### src/rtl/point_in_polygon_crossing_test_core_macros.svh
// Assertion helpers for the top-level RTL file, which checks itself.
`ifndef POINT_IN_POLYGON_CROSSING_TEST_CORE_MACROS_SVH
`define POINT_IN_POLYGON_CROSSING_TEST_CORE_MACROS_SVH

// Condition must hold at every clock edge out of reset.
`define PIPCT_ASSERT_ALWAYS(lbl, cond) \
    lbl: assert property (@(posedge i_clk) disable iff (!i_rst_n) (cond)) \
        else $error("pipct assertion failed");

// Consequent must hold in the cycle after the antecedent.
`define PIPCT_ASSERT_NEXT(lbl, ante, cons) \
    lbl: assert property (@(posedge i_clk) disable iff (!i_rst_n) (ante) |=> (cons)) \
        else $error("pipct assertion failed");

`endif

### src/rtl/pipct_pkg.sv
package pipct_pkg;

    localparam int LAT_W      = 24;
    localparam int LON_W      = 25;
    localparam int ID_W       = 16;
    localparam int DLAT_W     = LAT_W + 1;
    localparam int DLON_W     = LON_W + 1;
    localparam int PROD_W     = DLAT_W + DLON_W;
    localparam int Q_DEPTH    = 4;
    localparam int Q_PTR_W    = 2;
    localparam int Q_CNT_W    = 3;
    localparam int CFG_DATA_W = 25;

    typedef enum logic [0:0] {
        CFG_POINT_LAT = 1'b0,
        CFG_POINT_LON = 1'b1
    } t_cfg_idx;

    typedef struct packed {
        logic signed [LAT_W-1:0] lat;
        logic signed [LON_W-1:0] lon;
    } t_vertex;

    // One accepted vertex: edge prev->cur, and on the last vertex cur->first
    typedef struct packed {
        logic            start;
        logic            last;
        logic [ID_W-1:0] id;
        t_vertex         prev;
        t_vertex         cur;
        t_vertex         first;
    } t_job;

    typedef struct packed {
        logic               have_prev;
        logic [Q_CNT_W-1:0] job_cnt;
    } t_front_stat;

    typedef struct packed {
        logic               stall;
        logic [Q_CNT_W-1:0] res_cnt;
    } t_back_stat;

endpackage

### src/rtl/pipct_front.sv
module pipct_front (
    input  logic                           i_clk,
    input  logic                           i_rst_n,
    input  logic                           i_push,
    input  pipct_pkg::t_vertex             i_vtx,
    input  logic [pipct_pkg::ID_W-1:0]     i_id,
    input  logic                           i_last,
    output logic                           o_full,
    input  logic                           i_job_pop,
    output logic                           o_job_valid,
    output pipct_pkg::t_job                o_job,
    output pipct_pkg::t_front_stat         o_stat
);

    pipct_pkg::t_vertex r_first;
    pipct_pkg::t_vertex r_prev;
    logic               r_have_prev;

    pipct_pkg::t_job                    r_q [pipct_pkg::Q_DEPTH];
    logic [pipct_pkg::Q_PTR_W-1:0]      r_wr_ptr;
    logic [pipct_pkg::Q_PTR_W-1:0]      r_rd_ptr;
    logic [pipct_pkg::Q_CNT_W-1:0]      r_cnt;

    pipct_pkg::t_job n_job;
    logic            accept;
    logic            take;

    assign o_full      = (r_cnt == pipct_pkg::Q_CNT_W'(pipct_pkg::Q_DEPTH));
    assign accept      = i_push && !o_full;
    assign o_job_valid = (r_cnt != '0);
    assign take        = i_job_pop && o_job_valid;
    assign o_job       = r_q[r_rd_ptr];

    assign o_stat.have_prev = r_have_prev;
    assign o_stat.job_cnt   = r_cnt;

    always_comb begin
        n_job.start = !r_have_prev;
        n_job.last  = i_last;
        n_job.id    = i_id;
        n_job.prev  = r_prev;
        n_job.cur   = i_vtx;
        // a vertex that opens a polygon is its own first vertex
        n_job.first = r_have_prev ? r_first : i_vtx;
    end

    always_ff @(posedge i_clk) begin
        if (accept) begin
            r_q[r_wr_ptr] <= n_job;
            r_prev        <= i_vtx;
            if (!r_have_prev) begin
                r_first <= i_vtx;
            end
        end
    end

    always_ff @(posedge i_clk) begin
        if (!i_rst_n) begin
            r_have_prev <= 1'b0;
            r_wr_ptr    <= '0;
            r_rd_ptr    <= '0;
            r_cnt       <= '0;
        end else begin
            if (accept) begin
                r_have_prev <= !i_last;
                r_wr_ptr    <= r_wr_ptr + 1'b1;
            end
            if (take) begin
                r_rd_ptr <= r_rd_ptr + 1'b1;
            end
            case ({accept, take})
                2'b10:   r_cnt <= r_cnt + 1'b1;
                2'b01:   r_cnt <= r_cnt - 1'b1;
                default: r_cnt <= r_cnt;
            endcase
        end
    end

endmodule

### config.mk
export PLATFORM = sky130hd
export DESIGN_NAME = pipct_front
export DESIGN_NICKNAME = d
export VERILOG_FILES = /design/src/rtl/point_in_polygon_crossing_test_core_macros.svh /design/src/rtl/pipct_pkg.sv /design/src/rtl/pipct_front.sv
export SDC_FILE = /design/constraint.sdc
export NUM_CORES = 1
export LEC_CHECK = 0
export ABC_AREA = 0
export BUFFER_PORTS_ARGS = -buffer_cell sky130_fd_sc_hd__buf_2
export CAP_MARGIN = 20
export CORE_UTILIZATION = 45
export CTS_BUF_LIST = sky130_fd_sc_hd__clkbuf_2 sky130_fd_sc_hd__clkbuf_4 sky130_fd_sc_hd__clkbuf_8
export DETAILED_ROUTE_END_ITERATION = 12
export GPL_ROUTABILITY_DRIVEN = 0
export PLACE_DENSITY = 0.72
export SYNTH_ARGS = -nofsm -noshare
export SYNTH_HDL_FRONTEND = slang
export SYNTH_SLANG_ARGS = --single-unit
### constraint.sdc
create_clock -name i_clk -period 3.05 [get_ports i_clk]
set_input_delay 0.305 -clock i_clk [delete_from_list [all_inputs] [get_ports i_clk]]
set_output_delay 0.305 -clock i_clk [all_outputs]
set_load 0.01 [all_outputs]
## Word level (Yosys, flattened, before mapping)

Memories as Yosys holds them, arrays and structs flattened. A register that Yosys moved wholly into a read port is not among the register bits.
Cells that the tools add are included.

- Output and inout port bits: 171
- Word-level logic and storage cells: 29
- Memories: 1
- Memory bits (writable): 660
- Register bits after elaboration: 106
- Input port bits: 70

Memories:

| memory | words | bits a word | rd ports | clocked after Yosys merged registers in | wr ports | line | source |
|---|---|---|---|---|---|---|---|
| r_q | 4 | 165 | 1 | 1 | 1 | pipct_front.sv:19 | `pipct_pkg::t_job r_q [pipct_pkg::Q_DEPTH];` |

- Mux-type cells: 6
- Add/subtract/negate cells: 4
- Reductions and logical operators: 7
- Eq/ne operators: 3

Operators with widths:

| cell | number |
|---|---|
| $mux W49 | 1 |
| $pmux W3 S2 | 1 |
| $add A2 B1 Y2 const B | 2 |
| $mux W2 | 2 |
| $add A3 B1 Y3 const B | 1 |
| $eq A3 B3 Y1 const B | 1 |
| $logic_not A1 Y1 | 3 |
| $reduce_bool A3 Y1 | 1 |
| $sub A3 B1 Y3 const B | 1 |
| $eq A2 B1 Y1 const B | 1 |
| $eq A2 B2 Y1 const B | 1 |
| $logic_and A1 B1 Y1 | 2 |
| $mux W1 | 2 |
| $reduce_bool A2 Y1 | 1 |

## Longest topological paths before layout

Gate-level depths: netlist of the first run.

- Depth after elaboration: 5
- Depth in mapped cells: 10
- Gate-level depth less buffers: 9

## Worst setup path after synthesis of the first run

OpenSTA, ideal clock, no wires.

- Kind: register to register
- From: reg r_cnt[0] (netlist bit)
- To: mem r_q[0][0] (netlist bit), enable pin
- Cell stages (with the launch flop): 3
- Clock period less this slack: 3.140 ns
- Path slack: -0.090 ns
- Data arrival time: 2.687 ns
- Data required time: 2.598 ns
- Path buffers: 0
- Setup time: 0.452 ns
- Cell sequence: dfxtp_1 -> or3b_4 -> and3_2

- Word-level cells in the longest chain between the ends: 5

RTL lines:

| element | line | source |
|---|---|---|
| start, declared | pipct_front.sv:22 | `logic [pipct_pkg::Q_CNT_W-1:0] r_cnt;` |
| start signal, assigned | pipct_front.sv:72 | `2'b10: r_cnt <= r_cnt + 1'b1;` |
| start signal, assigned | pipct_front.sv:73 | `2'b01: r_cnt <= r_cnt - 1'b1;` |
| start signal, assigned | pipct_front.sv:74 | `default: r_cnt <= r_cnt;` |
| $eq A3 B3 Y1 | pipct_front.sv:28 | `assign o_full = (r_cnt == pipct_pkg::Q_CNT_W'(pipct_pkg::Q_DEPTH));` |
| $logic_not A1 Y1 | pipct_front.sv:29 | `assign accept = i_push && !o_full;` |
| $logic_and A1 B1 Y1 | pipct_front.sv:29 |  |
| $mux W1 | pipct_front.sv:48 | `if (accept) begin` |
| $mux W1 (not written as such) | pipct_front.sv:49 | `r_q[r_wr_ptr] <= n_job;` |
| end, declared | pipct_front.sv:19 |  |

Every way passes these cells.

==> out/metrics.cfg, run 1 <==
[clocking]
clkTransAtPathRegs_ns = 0.06
hold_buffers = 69
clock_latency_ns = 0.70
cts_resized = 0
cts_inserted_buffers = 118
cts_root_buffer = clkbuf_8
cts.sinks = 768
cts_tree = built
cts_buffer_depth = 3
cts_setup_buffers = 0
h-tree-depth = 3

[finish]
layout-drive-gt1-share_pct = 43.0
syn_to_final_growth_pct = 19.0
final_util_pct = 54.6
fin_nets = 1575

[sta]
tightest_slew_ns = 0.999
max_freq_ghz = 0.356
clock_skew_ns = 0.0246
hold_viol = 0
post-route-period-util_pct = 92.1
slew-limit-headroom_pct = 33.4
fin_ws_ns = 0.242
rsz0062_at_grt = no
setup_violations = 0
fin_crit_ns = 2.81
tns_ns = 0
slew_viol_final = 0

[logic_synthesis]
synthTopCellsByArea = edfxtp_1, mux4_2, mux2_2
ys.flop_type = edfxtp_1
synth_top_area_share_pct = 81.6
synth_compound_area_share_pct = 0.166
async_flop_share_pct = 0
synth-simple-area-share_pct = 0.431
syn_nets = 1149
synth_top_family_by_area = multiplexers
yosysWarnings = 0
synth_seq_cells = 768
synth.avg_cell_area_um2 = 26.0
syn_area_mm2 = 0.0279
synthXorXnorAreaFrac_pct = 0.126
yosys.cell_types.count = 28
synth-edff-count = 758
synthCells = 1073
synth_top_cell_by_area = edfxtp_1
synthMuxAreaShare_pct = 15.4
synth_fa_ha_area_share_pct = 0.296
ys_seq_area_share_pct = 82.4

[hold_path]
hold_class = in -> reg

[worst_setup_path]
slowest_delay_ns = 0.55
path_class = reg -> out
critPathBufInv = 3
required_ns = 2.74
cp_slowest_cell = dfxtp_4
arrival_ns = 2.50
worstPathCellList = buf_12 > buf_4 > mux4_2 > buf_2
crit_fanout = 17
crit_family = buffers and inverters
cp-end-kind = output pin
setup.worst_path.start_class = flop

[grt]
grt_util_all_layers_pct = 17.2
grt_start_max_net_pins = 80
overflow = 0
grt_pass1_wl_mm = 81.0
antenna_found_initial = 2
grt_pass1_vias = 13776

[drt]
wl_mm = 53.5
ant_nets = 0
first_iter_violations = 769
vias_per_cell = 5.33
wl_per_cell_um = 22.6
drc = 0
vias = 12603
dr.pass1.iters = 4

[job]
max-cap-violations = 0

[pwr]
ir_drop_mv = 0.463
finalPower_mw = 27.4
p_leak_nw = 11.0
pwr_density_cell_mw_per_mm2 = 825

[die]
die_w_um = 251
core_area_mm2 = 0.0608
ios = 241
dieHeight_um = 251
row_count = 90
fp.dieArea_mm2 = 0.0630
initial_core_util_pct = 45.9

[placed_design]
numPortBuffers = 240
hpwlAfterDp_mm = 30.3
preCtsSetupSlack_ns = 0.509

[status]
outcome = complete, no violations

## per-layer routing
metal / routed length, um / vias to the layer above / track usage, % / share of wire, %
met5: 13 / - / 0 / 0.024
met4: 1420 / 2 / 7.14 / 2.7
met3: 2880 / 93 / 4.02 / 5.4
met2: 27500 / 336 / 29.2 / 51
met1: 21700 / 6709 / 21.4 / 40
li1: - / 5463 / - / -
## layout make-up
| type | instances | area, um^2 |
|---|---|---|
| Timing Repair Buffer | 352 | 2400 |
| Fill cell | 4540 | 27600 |
| Clock buffer | 157 | 1940 |
| Antenna cell | 1 | 2.50 |
| Multi-Input combinational cell | 251 | 4590 |
| Sequential cell | 768 | 23000 |
| Clock inverter | 47 | 277 |
| Inverter | 8 | 30.0 |
| Tap cell | 782 | 978 |
## synthesized netlist by cell type (2+ instances only)
library cell  count
mux2i_1           2
edfxtp_1        758
and2_1            3
ha_1              5
nor2b_1           2
inv_1             8
nand2_1           5
buf_4             3
xnor2_1           3
mux4_2          165
mux2_2           49
buf_1             9
buf_2            12
buf_6            16
and3_2            4
clkbuf_1          6
o21ai_0           2
or3_2             2
dfxtp_1          10
## tightest hold or removal path, stage by stage
cell and delay [ns]:
buf_2 0.11, o31a_2 0.16, xnor2_1 0.08, nor2b_1 0.11
## metrics by stage
stage / std cells / area, um^2 / hold WS [ns]
after detailed placement: 2092 / 30300 / 0.482
after global routing: 2366 / 33200 / 0.116
after floorplan: 1073 / 27900 / 0.404
after global placement: 2092 / 30300 / 0.466
after CTS: 2365 / 33200 / 0.0174
final: 2366 / 33200 / 0.110
## placed cells by master, fill, tap and decap left out, drive strengths merged
| cell | count |
|---|---|
| a21boi | 1 |
| and2 | 4 |
| and3 | 4 |
| buf | 283 |
| bufinv | 2 |
| clkbuf | 157 |
| clkinv | 41 |
| clkinvlp | 2 |
| dfxtp | 10 |
| diode | 1 |
| dlygate4sd3 | 69 |
| edfxtp | 758 |
| fa | 1 |
| ha | 5 |
| inv | 10 |
| mux2 | 49 |
| mux2i | 2 |
| mux4 | 165 |
| nand2 | 5 |
| nand3 | 1 |
| nor2b | 2 |
| o211a | 1 |
| o21ai | 2 |
| o311ai | 1 |
| o31a | 1 |
| or3 | 2 |
| or3b | 1 |
| xnor2 | 3 |
| xor2 | 1 |
## flip-flops by register name (all words and copies together) (netlist names), named ones only
| signal | count |
|---|---|
| r_rd_ptr | 2 |
| r_cnt | 3 |
| r_have_prev | 1 |
| r_first | 49 |
| r_wr_ptr | 2 |
| n_job | 49 |
| r_q | 660 |
## kinds of logic (layout without fill, tap and decap cells)
group           count (synthesis)  after routing
compound gates                  6              6
xor+xnor                        4              4
fa+ha+maj                       6              6
buf+inv                        54            564
flops                         768            768
mux                           216            216
other cells                     0              1
simple gates                   19             19
## power breakdown
part	total (mW)	leakage (nW)	switching (mW)	internal [mW]
logic	5.96	2.72	3.15	2.81
clock network	8.02	1.17	3.74	4.28
registers	13.4	7.10	0.415	13.0
total	27.4	11.0	7.31	20.1
## worst paths after layout
| kind | depth (start not counted) | slack [ns] | end | startpoint |
|---|---|---|---|---|
| worst max register to register | 9 | 0.48 | r_cnt[2] | r_cnt[2] |
| worst min-delay path | 4 | 0.11 | r_rd_ptr[0] | i_job_pop |
| worst min register to register | 0 | 0.48 | r_q[2][135] | n_job[135] |
| worst max-delay path | 4 | 0.24 | o_job[84] | flop |
(Power assumes the default switching activity.)
==> run 2, diff against run 1 <==
--- a/config.mk
+++ b/config.mk
@@ -10,6 +10,7 @@
 export CAP_MARGIN = 20
 export CORE_UTILIZATION = 45
 export CTS_BUF_LIST = sky130_fd_sc_hd__clkbuf_2 sky130_fd_sc_hd__clkbuf_4 sky130_fd_sc_hd__clkbuf_8
+export CTS_CLUSTER_DIAMETER = 30
 export DETAILED_ROUTE_END_ITERATION = 12
 export GPL_ROUTABILITY_DRIVEN = 0
 export PLACE_DENSITY = 0.72
==> constraint.sdc (replaced) <==
create_clock -name i_clk -period 3.05 [get_ports i_clk]
set_input_delay 0.61 -clock i_clk [delete_from_list [all_inputs] [get_ports i_clk]]
set_output_delay 0.61 -clock i_clk [all_outputs]
set_load 0.01 [all_outputs]
==> run 2 against run 1 <==
Clock-buffer cell count grew 20. Sequential power is essentially flat. Sequential share of layout area shrank 1.2 points. Critical endpoint is now o_job[91].
==> out/metrics.cfg, run 2 (synthesized netlist as in run 1, its figures left out) <==
[status]
outcome = complete, no violations

[sta]
hold_viol = 0
tightest_slew_ns = 0.703
rsz0062_at_grt = yes
max_freq_ghz = 0.343
fin_crit_ns = 2.92
clock_skew_ns = 0.0198
post-route-period-util_pct = 95.6
slew_viol_final = 0
slew-limit-headroom_pct = 53.1
tns_ns = 0
holdWs_ns = 0.0902
setup_violations = 0

[grt]
grt_pass1_vias = 13529
use_met2_pct = 29.1
grt_start_max_net_pins = 102
antenna_found_initial = 3
grt_use_met3_pct = 4.85
grt_util_all_layers_pct = 17.7
grt_pass1_wl_mm = 82.3
grt_use_met1_pct = 22.4
grt.busiest_layer = met2
overflow = 0

[worst_setup_path]
crit_fanout = 33
path_class = reg -> out
cp-end-kind = output pin
setup.worst_path.start_class = flop
required_ns = 2.44
r2r-start = r_cnt[2]
arrival_ns = 2.31

[drt]
dr.pass1.iters = 5
vias_per_cell = 5.30
drc = 0
ant_nets = 0
wl_per_cell_um = 23.0
first_iter_violations = 685
wl_mm = 54.8
vias = 12610

[finish]
syn_to_final_growth_pct = 21.2
top_register = r_q
largest_reg_flops = 660
fillers = 4457
layout-drive-gt1-share_pct = 47.4
mostFrequentLayoutCells = edfxtp_1, buf_2, mux4_2, clkbuf_8, mux2_2
multi_input_area_mm2 = 0.00459
fin_nets = 1565
final_common_cell = edfxtp_1
regArea_mm2 = 0.0230
fin_area_mm2 = 0.0338

[clocking]
clkTransAtPathRegs_ns = 0.06
clock_latency_ns = 0.75
cts_inserted_buffers = 141
h-tree-depth = 4
cts_tree = built
cts_buffer_depth = 3
cts.sinks = 768
cts_root_buffer = clkbuf_8

[die]
initial_core_util_pct = 45.9
core_area_mm2 = 0.0608
dieHeight_um = 251
fp.dieArea_mm2 = 0.0630
die_w_um = 251
ios = 241
row_count = 90

[placed_design]
numPortBuffers = 240
placed_area_mm2 = 0.0305
hpwlAfterDp_mm = 31.8

[pwr]
ir_drop_mv = 0.469
p_leak_nw = 11.3
pwr_density_cell_mw_per_mm2 = 880

[hold_path]
hp-start = i_id[8]
hold_class = in -> reg

[job]
max-cap-violations = 0

run 2: cell types whose count changed in the layout (fill, tap and decap cells not counted), moves of 4 or more:
| cell | before | now |
|---|---|---|
| buf_12 | 15 | 22 |
| buf_4 | 28 | 34 |
| buf_6 | 0 | 4 |
| bufinv_16 | 2 | 13 |
| clkbuf_4 | 35 | 28 |
| clkbuf_8 | 122 | 149 |
| clkinv_1 | 33 | 24 |
| clkinv_2 | 6 | 17 |
| clkinvlp_4 | 2 | 12 |
| dlygate4sd3_1 | 69 | 15 |
run 2: final timing paths:
kind | cells past startpoint | slack, ns | endpoint
setup / recovery | 4 | 0.13 | o_job[91]
hold / removal | 1 | 0.09 | r_q[2][155]
setup reg to reg | 9 | 0.50 | r_cnt[2]
hold reg to reg | 0 | 0.48 | r_q[0][121]
run 2: per-stage QoR:
step	setup slack, ns	utilization (%)	std cells	power [mW]
floorplan	-0.0895	-	1073	17.4
global placement	0.624	50.2	2108	19.6
detailed placement	0.542	50.2	2108	19.7
CTS	-0.0190	55.5	2377	30.1
global route	-0.00178	55.6	2379	31.0
finish	0.134	55.6	2379	29.7
run 2: repair_timing:
action / CTS / global route
hold buffers: 15 / 0
resized for setup: 6 / 3
gates cloned: 1 / 1
buffers inserted: 3 / 0
endpoints found under the setup margin: 72 / 17
hold endpoints to repair: 51 / 0
run 2: where the power goes:
part	leakage [nW]	total, mW	internal, mW	switching [mW]
clock	1.52	10.1	5.99	4.14
combinational	2.67	6.25	3.00	3.25
sequential	7.10	13.4	13.0	0.365
total	11.3	29.7	22.0	7.75
run 2: metal layers:
layer	up-vias	wire, um
met1	6722	22600
li1	5465	-
met4	2	1090
met2	338	28000
met5	-	8
met3	83	3060
run 2: cell type report:
type	instances	area share (%)
Clock buffer	177	6.69
Timing Repair Buffer	319	6.62
Inverter	8	0.0889
Clock inverter	73	2.12
Tap cell	782	2.90
Sequential cell	768	68.0
Multi-Input combinational cell	251	13.6
Antenna cell	1	0.00741
run 2: critical path: stages (launching register included):
cell,delay (ns)
dfxtp_4,0.42
buf_12,0.13
buf_12,0.26
mux4_2,0.57
buf_2,0.16
